File: config.mk
export PLATFORM = sky130hd
export DESIGN_NAME = protobuf_wire_field_tokenizer_top_flat
export DESIGN_NICKNAME = d
export VERILOG_FILES = /design/src/design/pbt_pkg.sv /design/src/design/pbt_stream_if.sv /design/src/design/pbt_varint.sv /design/src/design/pbt_parse.sv /design/src/design/protobuf_wire_field_tokenizer_top.sv /design/src/flat_wrapper.sv
export VERILOG_INCLUDE_DIRS = /design/src /design/src/design
export SDC_FILE = /design/constraint.sdc
export NUM_CORES = 1
export LEC_CHECK = 0
export ABC_AREA = 1
export BUFFER_PORTS_ARGS = -buffer_cell sky130_fd_sc_hd__buf_2
export CAP_MARGIN = 15
export CORE_AREA = 8 8 45 47
export CTS_BUF_LIST = sky130_fd_sc_hd__clkbuf_8
export CTS_CLUSTER_DIAMETER = 200
export DETAILED_ROUTE_END_ITERATION = 16
export DIE_AREA = 0 0 53 55
export PLACE_DENSITY = 0.35
export SYNTH_ARGS = -nofsm -noshare
export SYNTH_HDL_FRONTEND = slang
export SYNTH_SLANG_ARGS = --single-unit
File: constraint.sdc
create_clock -name clk -period 2.2 [get_ports clk]
set_input_delay 0.33 -clock clk [delete_from_list [all_inputs] [get_ports clk]]
set_output_delay 0.33 -clock clk [all_outputs]
set_load 0.03 [all_outputs]
File: src/design/protobuf_wire_field_tokenizer_top_macros.svh
// Assertion macros for the protobuf field tokenizer.
// Each macro expands to a clocked concurrent assertion on clk, disabled while rst_n is low.
`ifndef PROTOBUF_WIRE_FIELD_TOKENIZER_TOP_MACROS_SVH
`define PROTOBUF_WIRE_FIELD_TOKENIZER_TOP_MACROS_SVH
`ifndef SYNTH
`define PBT_ASSERT(lbl, prop, msg) \
  lbl: assert property (@(posedge clk) disable iff (!rst_n) prop) else $error(msg);
`define PBT_ASSERT_NEVER(lbl, expr, msg) \
  lbl: assert property (@(posedge clk) disable iff (!rst_n) !(expr)) else $error(msg);
`else
`define PBT_ASSERT(lbl, prop, msg)
`define PBT_ASSERT_NEVER(lbl, expr, msg)
`endif
`endif

File: src/design/pbt_pkg.sv
// Shared types and codes for the protobuf field tokenizer.
// No dependencies.
package pbt_pkg;

  typedef enum logic [2:0] {
    ST_OK       = 3'd0,
    ST_ZERO_KEY = 3'd1,
    ST_BAD_WIRE = 3'd2,
    ST_OVERLONG = 3'd3,
    ST_TRUNC    = 3'd4
  } status_t;

  localparam logic [2:0] WT_VARINT = 3'd0;
  localparam logic [2:0] WT_I64    = 3'd1;
  localparam logic [2:0] WT_LEN    = 3'd2;
  localparam logic [2:0] WT_I32    = 3'd5;

  localparam logic [3:0] VARINT_LAST_IDX = 4'd9;
  localparam logic [3:0] FIX64_BYTES    = 4'd8;
  localparam logic [3:0] FIX32_BYTES    = 4'd4;

  typedef enum logic [4:0] {
    PH_KEY   = 5'b00001,
    PH_VALUE = 5'b00010,
    PH_LEN   = 5'b00100,
    PH_SKIP  = 5'b01000,
    PH_HALT  = 5'b10000
  } phase_t;

  typedef struct packed {
    logic [7:0] data_byte;
    logic       last_byte;
  } in_item_t;

  typedef struct packed {
    logic [2:0]  status;
    logic [31:0] field_number;
    logic [2:0]  wire_type;
    logic [63:0] varint_value;
    logic [11:0] payload_offset;
    logic [12:0] payload_length;
    logic        end_of_message;
  } out_item_t;

  // Per-byte varint decode flags
  typedef struct packed {
    logic done;
    logic overlong;
  } vint_flags_t;

endpackage

File: src/design/pbt_stream_if.sv
// Valid/ready stream interface for the protobuf field tokenizer.
// Payload type is supplied by the instantiating scope.
interface pbt_stream_if #(parameter type payload_t = logic);
  logic     valid;
  logic     ready;
  payload_t payload;

  modport source (output valid, output payload, input ready);
  modport sink   (input valid, input payload, output ready);
endinterface

File: src/design/pbt_varint.sv
// Varint byte merge: ORs seven payload bits into the accumulator at the current group.
// Depends on pbt_pkg.
module pbt_varint import pbt_pkg::*; (
  input  logic [63:0] acc,
  input  logic [3:0]  group_idx,
  input  logic [7:0]  data_byte,
  output logic [63:0] merged,
  output logic [3:0]  group_inc,
  output vint_flags_t flags
);

  logic [6:0] bit_ofs;

  // group * 7, at most 63
  assign bit_ofs   = {group_idx, 3'b000} - {3'b000, group_idx};
  assign merged    = acc | (64'(data_byte[6:0]) << bit_ofs[5:0]);
  assign group_inc = group_idx + 4'd1;

  always_comb begin
    flags.done     = !data_byte[7];
    flags.overlong = data_byte[7] && (group_idx >= VARINT_LAST_IDX);
  end

endmodule

File: src/design/pbt_parse.sv
// Field parser: parse state, per-byte decision logic and the result register.
// Depends on pbt_pkg, pbt_varint and the assertion macro header.
`include "protobuf_wire_field_tokenizer_top_macros.svh"
module pbt_parse import pbt_pkg::*; #(
  parameter int BUFFER_BYTES = 4096
) (
  input  logic      clk,
  input  logic      rst_n,
  input  logic      q_valid,
  input  in_item_t  q_word,
  output logic      take,
  input  logic      out_ready,
  output logic      out_valid,
  output out_item_t out_word
);

  localparam int POS_W = $clog2(BUFFER_BYTES + 1);

  phase_t            phase_r, phase_nxt;
  logic [63:0]       acc_r, acc_nxt;
  logic [3:0]        grp_r, grp_nxt;
  logic [31:0]       num_r, num_nxt;
  logic [2:0]        wire_r, wire_nxt;
  logic [POS_W-1:0]  pos_r, pos_nxt;
  logic [POS_W-1:0]  skip_r, skip_nxt;
  logic [11:0]       start_r, start_nxt;
  logic              out_valid_r;
  out_item_t         out_word_r;

  logic [63:0]       merged;
  logic [3:0]        grp_inc;
  vint_flags_t       vf;
  logic [31:0]       pos_inc;
  logic [31:0]       room;
  logic              len_too_big;
  logic [POS_W-1:0]  skip_dec;
  logic              emit;
  out_item_t         res;
  logic              do_fail;
  status_t           f_status;
  logic [31:0]       f_num;
  logic [2:0]        f_wire;
  logic              last;

  pbt_varint u_varint (
    .acc       (acc_r),
    .group_idx (grp_r),
    .data_byte (q_word.data_byte),
    .merged    (merged),
    .group_inc (grp_inc),
    .flags     (vf)
  );

  assign last     = q_word.last_byte;
  assign take     = q_valid && (!out_valid_r || out_ready);
  assign pos_inc  = 32'(pos_r) + 32'd1;
  assign room     = (pos_inc >= 32'(BUFFER_BYTES)) ? 32'd0 : 32'(BUFFER_BYTES) - pos_inc;
  assign len_too_big = (|merged[63:32]) || (merged[31:0] > room);
  assign skip_dec = (skip_r != '0) ? skip_r - POS_W'(1) : skip_r;

  always_comb begin
    phase_nxt = phase_r;
    acc_nxt   = acc_r;
    grp_nxt   = grp_r;
    num_nxt   = num_r;
    wire_nxt  = wire_r;
    skip_nxt  = skip_r;
    start_nxt = start_r;
    emit      = 1'b0;
    res       = '0;
    do_fail   = 1'b0;
    f_status  = ST_TRUNC;
    f_num     = num_r;
    f_wire    = wire_r;

    // saturate inside an overlong buffer, restart at the next buffer
    if (last) begin
      pos_nxt = '0;
    end else if (pos_r != POS_W'(BUFFER_BYTES)) begin
      pos_nxt = pos_r + POS_W'(1);
    end else begin
      pos_nxt = pos_r;
    end

    case (phase_r)
      PH_KEY: begin
        f_num  = 32'd0;
        f_wire = 3'd0;
        if (vf.overlong) begin
          do_fail  = 1'b1;
          f_status = ST_OVERLONG;
        end else if (!vf.done) begin
          acc_nxt = merged;
          grp_nxt = grp_inc;
          if (last) begin
            do_fail = 1'b1;
          end
        end else begin
          acc_nxt = '0;
          grp_nxt = '0;
          if (merged == 64'd0) begin
            do_fail  = 1'b1;
            f_status = ST_ZERO_KEY;
          end else begin
            num_nxt = merged[34:3];
            wire_nxt = merged[2:0];
            f_num   = merged[34:3];
            f_wire  = merged[2:0];
            case (merged[2:0])
              WT_VARINT: begin
                if (last) do_fail = 1'b1;
                else phase_nxt = PH_VALUE;
              end
              WT_LEN: begin
                if (last) do_fail = 1'b1;
                else phase_nxt = PH_LEN;
              end
              WT_I64, WT_I32: begin
                acc_nxt = (merged[2:0] == WT_I64) ? 64'(FIX64_BYTES) : 64'(FIX32_BYTES);
                if (last || (acc_nxt[31:0] > room)) begin
                  do_fail = 1'b1;
                end else begin
                  start_nxt = pos_inc[11:0];
                  skip_nxt  = POS_W'(acc_nxt[3:0]);
                  phase_nxt = PH_SKIP;
                end
              end
              default: begin
                do_fail  = 1'b1;
                f_status = ST_BAD_WIRE;
              end
            endcase
          end
        end
      end
      PH_VALUE: begin
        if (vf.overlong) begin
          do_fail  = 1'b1;
          f_status = ST_OVERLONG;
        end else if (!vf.done) begin
          acc_nxt = merged;
          grp_nxt = grp_inc;
          if (last) do_fail = 1'b1;
        end else begin
          phase_nxt = PH_KEY;
          emit      = 1'b1;
          res       = '{status: ST_OK, field_number: num_r, wire_type: wire_r,
                        varint_value: merged, payload_offset: 12'd0,
                        payload_length: 13'd0, end_of_message: last};
          acc_nxt   = '0;
          grp_nxt   = '0;
        end
      end
      PH_LEN: begin
        if (vf.overlong) begin
          do_fail  = 1'b1;
          f_status = ST_OVERLONG;
        end else if (!vf.done) begin
          acc_nxt = merged;
          grp_nxt = grp_inc;
          if (last) do_fail = 1'b1;
        end else if (len_too_big) begin
          do_fail = 1'b1;
        end else if (merged == 64'd0) begin
          phase_nxt = PH_KEY;
          acc_nxt   = '0;
          grp_nxt   = '0;
          emit      = 1'b1;
          res       = '{status: ST_OK, field_number: num_r, wire_type: wire_r,
                        varint_value: 64'd0, payload_offset: pos_inc[11:0],
                        payload_length: 13'd0, end_of_message: last};
        end else if (last) begin
          do_fail = 1'b1;
        end else begin
          // keep the length in the accumulator for the final report
          acc_nxt   = merged;
          start_nxt = pos_inc[11:0];
          skip_nxt  = merged[POS_W-1:0];
          phase_nxt = PH_SKIP;
        end
      end
      PH_SKIP: begin
        skip_nxt = skip_dec;
        if (skip_dec == '0) begin
          phase_nxt = PH_KEY;
          emit      = 1'b1;
          res       = '{status: ST_OK, field_number: num_r, wire_type: wire_r,
                        varint_value: 64'd0, payload_offset: start_r,
                        payload_length: acc_r[12:0], end_of_message: last};
          acc_nxt   = '0;
          grp_nxt   = '0;
        end else if (last) begin
          do_fail = 1'b1;
        end
      end
      PH_HALT: begin
        if (last) phase_nxt = PH_KEY;
      end
      default: begin
        phase_nxt = PH_KEY;
      end
    endcase

    if (do_fail) begin
      phase_nxt = last ? PH_KEY : PH_HALT;
      acc_nxt   = '0;
      grp_nxt   = '0;
      skip_nxt  = '0;
      emit      = 1'b1;
      res       = '{status: f_status, field_number: f_num, wire_type: f_wire,
                    varint_value: 64'd0, payload_offset: 12'd0,
                    payload_length: 13'd0, end_of_message: 1'b1};
    end
  end

  always_ff @(posedge clk) begin
    if (!rst_n) begin
      phase_r     <= PH_KEY;
      acc_r       <= '0;
      grp_r       <= '0;
      num_r       <= '0;
      wire_r      <= '0;
      pos_r       <= '0;
      skip_r      <= '0;
      start_r     <= '0;
      out_valid_r <= 1'b0;
    end else begin
      if (take) begin
        phase_r <= phase_nxt;
        acc_r   <= acc_nxt;
        grp_r   <= grp_nxt;
        num_r   <= num_nxt;
        wire_r  <= wire_nxt;
        pos_r   <= pos_nxt;
        skip_r  <= skip_nxt;
        start_r <= start_nxt;
      end
      if (take && emit) begin
        out_valid_r <= 1'b1;
      end else if (out_ready) begin
        out_valid_r <= 1'b0;
      end
    end
  end

  always_ff @(posedge clk) begin
    if (take && emit) begin
      out_word_r <= res;
    end
  end

  assign out_valid = out_valid_r;
  assign out_word  = out_word_r;

  `PBT_ASSERT(a_err_halts, take && emit && (res.status != ST_OK) && !last |=> phase_r == PH_HALT, "error did not halt parser")
  `PBT_ASSERT_NEVER(a_skip_nonzero, (phase_r == PH_SKIP) && (skip_r == '0), "skip phase with zero count")
  `PBT_ASSERT(a_last_rewinds, take && last |=> pos_r == '0, "position not rewound at buffer end")
  `PBT_ASSERT_NEVER(a_halt_silent, take && (phase_r == PH_HALT) && emit, "result emitted while halted")

endmodule

File: src/design/protobuf_wire_field_tokenizer_top.sv
// Protobuf wire-format field tokenizer, top level.
// Depends on pbt_pkg, pbt_stream_if and pbt_parse.
//
// Usage:
//   in_ch carries one buffer byte per word (data_byte, last_byte); last_byte
//   closes the buffer and the next word starts a new one at index 0.
//   out_ch carries one result word per completed field, and one per error,
//   with end_of_message set on the last byte of a buffer and on every error.
//   After an error, bytes are dropped silently up to the next last_byte.
// Timing:
//   One byte per cycle sustained while out_ch does not stall. Each byte is
//   registered in the input register, then its result in the output register,
//   which drives out_ch.valid; the parser takes a byte only when the output
//   register has room. Bytes that close no field produce no word.
// Stall:
//   While a result waits on out_ch, the parser takes no byte from the input
//   register, and in_ch.ready stays high only while that register is empty.
// Reset:
//   rst_n low (synchronous) empties both registers and returns the parser to
//   waiting for a key at buffer index 0.
module protobuf_wire_field_tokenizer_top import pbt_pkg::*; #(
  parameter int BUFFER_BYTES = 4096
) (
  input  logic         clk,
  input  logic         rst_n,
  pbt_stream_if.sink   in_ch,
  pbt_stream_if.source out_ch
);

  logic      q_valid_r;
  in_item_t  q_word_r;
  logic      take;
  logic      out_valid;
  out_item_t out_word;

  assign in_ch.ready = !q_valid_r || take;

  always_ff @(posedge clk) begin
    if (!rst_n) begin
      q_valid_r <= 1'b0;
    end else if (in_ch.ready) begin
      q_valid_r <= in_ch.valid;
    end
  end

  always_ff @(posedge clk) begin
    if (in_ch.valid && in_ch.ready) begin
      q_word_r <= in_ch.payload;
    end
  end

  pbt_parse #(.BUFFER_BYTES(BUFFER_BYTES)) u_parse (
    .clk       (clk),
    .rst_n     (rst_n),
    .q_valid   (q_valid_r),
    .q_word    (q_word_r),
    .take      (take),
    .out_ready (out_ch.ready),
    .out_valid (out_valid),
    .out_word  (out_word)
  );

  assign out_ch.valid   = out_valid;
  assign out_ch.payload = out_word;

endmodule
File: src/flat_wrapper.sv
// flat-port wrapper written by rule: the top's interface ports become plain ports
module protobuf_wire_field_tokenizer_top_flat import pbt_pkg::*;
#(
  parameter int BUFFER_BYTES = 4096
)
  (clk, rst_n, in_ch_valid, in_ch_payload, in_ch_ready, out_ch_valid, out_ch_payload, out_ch_ready);
  pbt_stream_if in_ch_i ();
  pbt_stream_if out_ch_i ();
  input  logic clk;
  input  logic rst_n;
  input wire logic [$bits(in_ch_i.valid)-1:0] in_ch_valid;
  input wire logic [$bits(in_ch_i.payload)-1:0] in_ch_payload;
  output wire logic [$bits(in_ch_i.ready)-1:0] in_ch_ready;
  output wire logic [$bits(out_ch_i.valid)-1:0] out_ch_valid;
  output wire logic [$bits(out_ch_i.payload)-1:0] out_ch_payload;
  input wire logic [$bits(out_ch_i.ready)-1:0] out_ch_ready;
  assign in_ch_i.valid = in_ch_valid;
  assign in_ch_i.payload = in_ch_payload;
  assign in_ch_ready = in_ch_i.ready;
  assign out_ch_valid = out_ch_i.valid;
  assign out_ch_payload = out_ch_i.payload;
  assign out_ch_i.ready = out_ch_ready;
  protobuf_wire_field_tokenizer_top #(.BUFFER_BYTES(BUFFER_BYTES)) u_core (.clk(clk), .rst_n(rst_n), .in_ch(in_ch_i), .out_ch(out_ch_i));
endmodule
* Word level (Yosys, flattened, before mapping)
Cells that the tools add are included.
** Storage, ports and cells
- Bits in registers :: 103
- Input port bits :: 5
** Cells by class
- Add/sub/neg operators :: 5
- $lt $le $gt $ge :: 3
- Equality and inequality tests :: 23
- Shift-type cells :: 1
- Multiplexer cells :: 58
- Bitwise logic cells :: 1
- Reduce and logical (&&, ||, !) cells :: 27
** Operators with widths (count)
- $mux 64 :: 5
- $pmux 64 s4 :: 1
- $mux 13 :: 10
- $logic_not 64->1 :: 1
- $or 64x64->64 :: 1
- $shl 1x6->64 const A :: 1
- $mux 5 :: 11
- $pmux 13 s3 :: 1
- $gt 32x32->1 :: 1
- $gt 4x32->1 :: 1
- $mux 32 :: 1
- $reduce_or 32->1 :: 1
- $mux 4 :: 7
- $ne 3x3->1 const B :: 7
- $pmux 5 s4 :: 1
- $ne 4x4->1 const B :: 4
- $mux 1 :: 15
- $pmux 5 s3 :: 1
- $sub 13x14->15 const A :: 1
- $add 13x1->14 const B :: 1
- $ge 14x13->1 const B :: 1
- $add 13x1->13 const B :: 1
- $logic_not 13->1 :: 1
- $ne 13x13->1 const B :: 1
- 28 further kinds :: 42

* Logic depth before layout (Yosys ltp)
Gate-level depths: netlist of the first run.
- Word-level depth :: 14
- Gate-level depth with buffers :: 7

* By module
A second synthesis of the first run with hierarchy kept.
** Unflattened totals
- Cells, all modules :: 1992
- Area total of the unflattened synthesis :: 15437.3 um^2
** By module, submodules not included
- pbt_parse :: times used 1, cells an instance 1633, area each 13521.7 um^2
- pbt_varint :: times used 1, cells an instance 350, area each 1830.5 um^2
- protobuf_wire_field_tokenizer_top :: times used 1, cells an instance 9, area each 85.1 um^2

* Worst setup path before layout of the first run
Ideal clock, no wire load.
- Kind :: flip-flop to flip-flop
- From :: register u_core.u_parse.out_valid_r (netlist: u_core.u_parse.out_valid)
- To :: register u_core.q_word_r[0] in the netlist's numbering (enable)
- Setup time :: 0.238 ns
- Arrival :: 1.012 ns
- Data required time :: 1.962 ns
- Setup slack :: 0.950 ns
- Cell stages (with the launch flop) :: 6
- Buffers on the path :: 0
- Clock period less this slack :: 1.250 ns
- Path through :: dfxtp_1 > inv_2 > nor2_4 > nand2_2 > nand2_2 > inv_1
** Between the ends
- Longest elaborated chain between the ends :: 5
** RTL lines
- from (decl) :: line pbt_parse.sv:27 : logic out_valid_r;
- from (signal assigned) :: line pbt_parse.sv:226 : out_valid_r <= 1'b0;
- from (signal assigned) :: line pbt_parse.sv:239 : out_valid_r <= 1'b1;
- from (signal assigned) :: line pbt_parse.sv:241 : out_valid_r <= 1'b0;
- $logic_not 1->1 :: line pbt_parse.sv:55 : assign take = q_valid && (!out_valid_r || out_ready);
- $logic_or 1x1->1 :: line pbt_parse.sv:55
- $logic_and 1x1->1 :: line pbt_parse.sv:55
- $logic_or 1x1->1 :: line protobuf_wire_field_tokenizer_top.sv:36 : assign in_ch.ready = !q_valid_r || take;
- net in_ch_ready :: line flat_wrapper.sv:13 : output wire logic [$bits(in_ch_i.ready)-1:0] in_ch_ready;
- $logic_and 1x1->1 :: line protobuf_wire_field_tokenizer_top.sv:47 : if (in_ch.valid && in_ch.ready) begin
- to (signal assigned) :: line protobuf_wire_field_tokenizer_top.sv:48 : q_word_r <= in_ch.payload;
- to (decl) :: line protobuf_wire_field_tokenizer_top.sv:31 : in_item_t q_word_r;
The timed path passes the listed nets, and every way through them passes these cells.
A chain may end at the register's enable or synchronous reset.

* Final worst setup path of the first run
- From :: register u_core.u_parse.out_valid_r (netlist: u_core.u_parse.out_valid)
- To :: output in_ch_ready
** Between the ends
- Longest elaborated chain between the ends :: 4
** RTL lines (line)
- $logic_not 1->1 :: pbt_parse.sv:55
- $logic_or 1x1->1 :: pbt_parse.sv:55
- $logic_and 1x1->1 :: pbt_parse.sv:55
- $logic_or 1x1->1 :: protobuf_wire_field_tokenizer_top.sv:36
- to (decl) :: flat_wrapper.sv:13
Every way passes these cells.

==> results of run 1 <==
-- cell families after synthesis --
group / after synthesis
AO/OA/AOI/OAI: 2
flip-flops: 6
AND/OR/NAND/NOR: 17
buffers and inverters: 8
-- worst max-delay path: stages, from the launching register on --
cell     delay [ns]
dfxtp_1        0.33
inv_2          0.06
nor2_4         0.11
nand2_2        0.09
buf_2          0.18
-- sequential cells by signal, summed over array words and instances, names as in the netlist --
signal,cells
u_core.q_valid_r,1
u_core.q_word_r,1
u_core.u_parse.phase_r,2
u_core.u_parse.out_valid,1
u_core.u_parse.out_word,1
-- power by group --
part           internal [W]  leakage, nW  switching [W]
combinational     0.0000135        0.105      0.0000240
sequential         0.000123       0.0518     0.00000438
clock              0.000117       0.0216      0.0000449
-- through the flow --
| stage | instance area [µm²] | std cells | total power, W | utilization | hold slack, ns |
|---|---|---|---|---|---|
| floorplan | 280 | 33 | 0.000156 | - | 0.414 |
| global placement | 335 | 56 | 0.000166 | 0.242 | 0.500 |
| detailed placement | 335 | 56 | 0.000167 | 0.242 | 0.507 |
| CTS | 377 | 59 | 0.000335 | 0.272 | 0.282 |
| global route | 377 | 59 | 0.000346 | 0.272 | 0.284 |
| finish | 377 | 59 | 0.000327 | 0.272 | 0.286 |
-- cell usage in the layout, fill, tap and decap left out --
master	Yosys	layout
nand2_1	5	5
nor2_2	4	4
clkbuf_8	0	3
nand3_1	1	1
nand2_2	4	4
inv_1	7	7
o21ai_2	1	1
nor2_1	2	2
buf_2	0	7
inv_2	1	1
edfxtp_1	2	2
dfxtp_1	4	4
nor2_4	1	1
a21oi_2	1	1
-- cell usage after synthesis --
cell type  count  area (µm²)
a21oi_2        1        8.76
dfxtp_1        4        80.1
edfxtp_1       2        60.1
inv_1          7        26.3
inv_2          1        3.75
nand2_1        5        18.8
nand2_2        4        25.0
nand3_1        1        5.00
nor2_1         2        7.51
nor2_2         4        25.0
nor2_4         1        11.3
o21ai_2        1        8.76
-- worst paths after layout --
path,endpoint,slack (ns),cells past startpoint
max,in_ch_ready,0.88,4
min,u_core.q_word_r[0],0.29,1
max reg2reg,u_core.q_word_r[0],1.26,5
min reg2reg,u_core.u_parse.phase_r[0],0.51,2
-- area by class of cell --
class	instances	area, µm²	share of cell area
flip-flops and latches	6	140	0.372
multi-input cells	19	110	0.292
clock buffers	3	41.3	0.110
repair buffers	7	35.0	0.0930
inverters	8	30.0	0.0797
well taps	16	20.0	0.0532
-- metal layers --
metal | part of all wire | track usage | up-vias
li1 | - | - | 116
met1 | 0.41 | 0.0382 | 93
met2 | 0.52 | 0.0625 | 5
met3 | 0.068 | 0.0267 | 0
met4 | 0 | 0.0388 | 0
met5 | 0 | 0 | -
==> impl_metrics.json, run 1 <==
{
  "synth-warning-count": 0,
  "finalWorstSetupSlack_ns": 0.879,
  "maxCapViolCount": 0,
  "io_pins": 8,
  "diodes": 0,
  "area_delta_synth_final_pct": 34.4,
  "required_ns": 1.87,
  "synth_mux_area_frac": 0,
  "cp.arrival_ns": 0.99,
  "tightestPinTransition_ns": 0.148,
  "clockRootBuffer": "clkbuf_8",
  "r2r_start": "u_core.u_parse.out_valid",
  "synth_adder_area_share": 0,
  "synth-xor-area-share": 0,
  "timing.fmax_mhz": 757,
  "antenna_found_initial": 0,
  "gp_congestion": 0.680,
  "hold_violations": 0,
  "hpwl_um": 427,
  "fin_crit_sh": 0.601,
  "finClkSkew_ns": 0.00361,
  "wl_per_cell_um": 8.47,
  "synthCells": 33,
  "yosysSeqAreaShare": 0.500,
  "die_h_um": 55,
  "yosys.cell_types.count": 12,
  "cts_tree": "done",
  "core-area_mm2": 0.00138,
  "grt_overflow": 0,
  "grt_use_total": 0.0416,
  "ir_drop_v": 0.000340,
  "syn-num-nets": 38,
  "crit_path_end_kind": "primary output",
  "outcome": "completed",
  "htree_levels": 1,
  "fill_cells": 150,
  "synth_top_family_by_area": "simple AND/OR/NAND/NOR gates",
  "die_w_um": 53,
  "grt_setup_unrepaired": "false",
  "leakage_nw": 0.179,
  "clock-sinks": 6,
  "first_pass_iters": 1,
  "syn_area_um2": 280,
  "drtAntennaViolNets": 0,
  "post_cts_buffers": 0,
  "maxSlewHeadroom": 0.901,
  "critPathMaxFanout": 3,
  "startpoint": "u_core.u_parse.out_valid",
  "drive_above_1_share": 0.512,
  "fin_crit_ns": 1.32,
  "drv_slew": 0,
  "startpoint_type": "flop",
  "yosys.area_share.simple": 0.330,
  "synth_compound_area_frac": 0.0625,
  "ctsHoldBuffers": 0,
  "ys_ff_latch": 6,
  "powerDensity_mw_per_mm2": 869,
  "syn-mean-instance-area_um2": 8.49,
  "setup_viol": 0,
  "grt_pass1_wl_um": 841,
  "grt_pass1_vias": 245,
  "place_ws_ns": 1.00,
  "crit_type": "flop to primary output",
  "clk_latency_ns": 0.22,
  "wl_um": 500,
  "post_cts_resized": 0,
  "vias_per_cell": 3.63,
  "portBuffers": 7,
  "nNetsFinal": 50,
  "tns_ns": 0,
  "rows": 14,
  "clkTransAtPathRegs_ns": 0.04,
  "via_count": 214,
  "hold_start": "in_ch_payload",
  "drc_errors": 0,
  "grt_max_degree": 4,
  "die_area_mm2": 0.00292,
  "numCtsBuffers": 3,
  "min_path_type": "primary input to flop",
  "initial_core_util": 0.203,
  "drt_first_iter_violations": 0,
  "clockBufferDepth": 2
}
(Power assumes the default switching activity.)
==> run 2, diff against run 1 <==
--- a/config.mk
+++ b/config.mk
@@ -14,7 +14,7 @@
 export CTS_CLUSTER_DIAMETER = 200
 export DETAILED_ROUTE_END_ITERATION = 16
 export DIE_AREA = 0 0 53 55
-export PLACE_DENSITY = 0.35
+export PLACE_DENSITY = 0.36
 export SYNTH_ARGS = -nofsm -noshare
 export SYNTH_HDL_FRONTEND = slang
 export SYNTH_SLANG_ARGS = --single-unit
==> constraint.sdc (replaced) <==
create_clock -name clk -period 1.2 [get_ports clk]
set_input_delay 0.18 -clock clk [delete_from_list [all_inputs] [get_ports clk]]
set_output_delay 0.18 -clock clk [all_outputs]
set_load 0.03 [all_outputs]
==> run 2 against run 1 <==
Clock-buffer cell count is the same. Via count rose by 5.6%. Setup slack got worse by 0.83 ns. Critical endpoint unchanged. Flip-flop and latch count unchanged.
==> impl_metrics.json, run 2 (same netlist as run 1, synthesis figures left out) <==
{
  "min_path_type": "primary input to flop",
  "clkTransAtPathRegs_ns": 0.04,
  "min_to": "u_core.q_word_r[0]",
  "r2r_end": "u_core.q_word_r[0]",
  "r2r_start": "u_core.u_parse.out_valid",
  "drt_first_iter_violations": 2,
  "powerDensity_mw_per_mm2": 1600,
  "drtAntennaViolNets": 0,
  "tns_ns": 0,
  "rows": 14,
  "tightestPinTransition_ns": 0.149,
  "ir_drop_v": 0.000601,
  "multiInputGateArea_um2": 110,
  "first_pass_iters": 2,
  "dr_wl_met2_um": 243,
  "finClkSkew_ns": 0.00200,
  "portBuffers": 7,
  "die_w_um": 53,
  "die_area_mm2": 0.00292,
  "maxSlewHeadroom": 0.901,
  "via_count": 226,
  "grt_setup_unrepaired": "false",
  "drive_above_1_share": 0.535,
  "core-area_mm2": 0.00138,
  "drv_slew": 0,
  "clockBufferDepth": 2,
  "critPathMaxFanout": 3,
  "crit_type": "flop to primary output",
  "startpoint_type": "flop",
  "post_cts_resized": 0,
  "required_ns": 1.02,
  "seqCellArea_um2": 141,
  "fill_cells": 152,
  "wl_um": 518,
  "htree_levels": 1,
  "grt_pass1_vias": 238,
  "ctsHoldBuffers": 0,
  "io_pins": 8,
  "hpwl_um": 430,
  "numCtsBuffers": 3,
  "cts_tree": "done",
  "top_layer": "met4",
  "final_cell_mix": "inv_1, buf_2, nand2_1, nand2_2, nor2_2",
  "startpoint": "u_core.u_parse.out_valid",
  "ff2ff_setup_slack_ns": 0.28,
  "grt_overflow": 0,
  "wl_met1_um": 230,
  "grt_pass1_wl_um": 834,
  "wl_per_cell_um": 8.78,
  "initial_core_util": 0.203,
  "die_h_um": 55,
  "holdWs_ns": 0.144,
  "regMostFlops": "u_core.u_parse.phase_r",
  "post_cts_buffers": 0,
  "diodes": 0,
  "leakage_nw": 0.179,
  "cp.arrival_ns": 0.98,
  "hold_depth": 1,
  "drc_errors": 0,
  "fin_crit_sh": 0.963,
  "clk_latency_ns": 0.22,
  "grt_max_degree": 4,
  "timing.fmax_mhz": 866,
  "vias_per_cell": 3.83,
  "grt_use_total": 0.0427,
  "clock-sinks": 6,
  "largest_reg_flops": 2,
  "clockRootBuffer": "clkbuf_8",
  "hold_start": "in_ch_payload",
  "r2r_cells": 5,
  "crit_path_end_kind": "primary output",
  "area_delta_synth_final_pct": 34.8,
  "fin_crit_ns": 1.16,
  "met3RoutedLength_um": 31,
  "outcome": "completed",
  "maxCapViolCount": 0,
  "gp_congestion": 0.733,
  "hold_violations": 0,
  "setup_viol": 0,
  "nNetsFinal": 50,
  "antenna_found_initial": 0
}
run 2: final cells by class:
cell class                 count  share of cell area
tap                           16              0.0530
sequential                     6               0.374
multi-input combinational     19               0.291
clock buffer                   3               0.109
timing repair buffer           7              0.0927
inverter                       8              0.0795
run 2: power by group:
part / switching (W) / internal (W)
combinational: 0.0000440 / 0.0000249
sequential: 0.00000799 / 0.000226
clock: 0.0000844 / 0.000215
run 2: metal layers:
| layer | vias up | track usage |
|---|---|---|
| met1 | 99 | 0.0382 |
| met2 | 7 | 0.0625 |
| met4 | 0 | 0.0517 |
| met3 | 2 | 0.0241 |
| met5 | - | 0 |
| li1 | 118 | - |
run 2: worst max-delay path, cell delays in order (launching register included):
cell,delay (ns)
dfxtp_2,0.32
inv_2,0.05
nor2_4,0.11
nand2_2,0.09
buf_2,0.18
run 2: worst max path at each step:
stage                               endpoint
after floorplan           u_core.q_word_r[0]
after global placement           in_ch_ready
after detailed placement         in_ch_ready
after CTS                        in_ch_ready
after global routing             in_ch_ready
final                            in_ch_ready
run 2: per-stage QoR:
stage / util / total power (W) / setup slack (ns) / cells / area (µm²)
6_report: 0.273 / 0.000603 / 0.0448 / 59 / 378
5_1_grt: 0.273 / 0.000637 / 0.00401 / 59 / 378
4_1_cts: 0.273 / 0.000614 / 0.0370 / 59 / 378
3_5_place_dp: 0.243 / 0.000307 / 0.277 / 56 / 337
3_3_place_gp: 0.243 / 0.000307 / 0.284 / 56 / 337
2_1_floorplan: - / 0.000287 / 0.0673 / 33 / 282
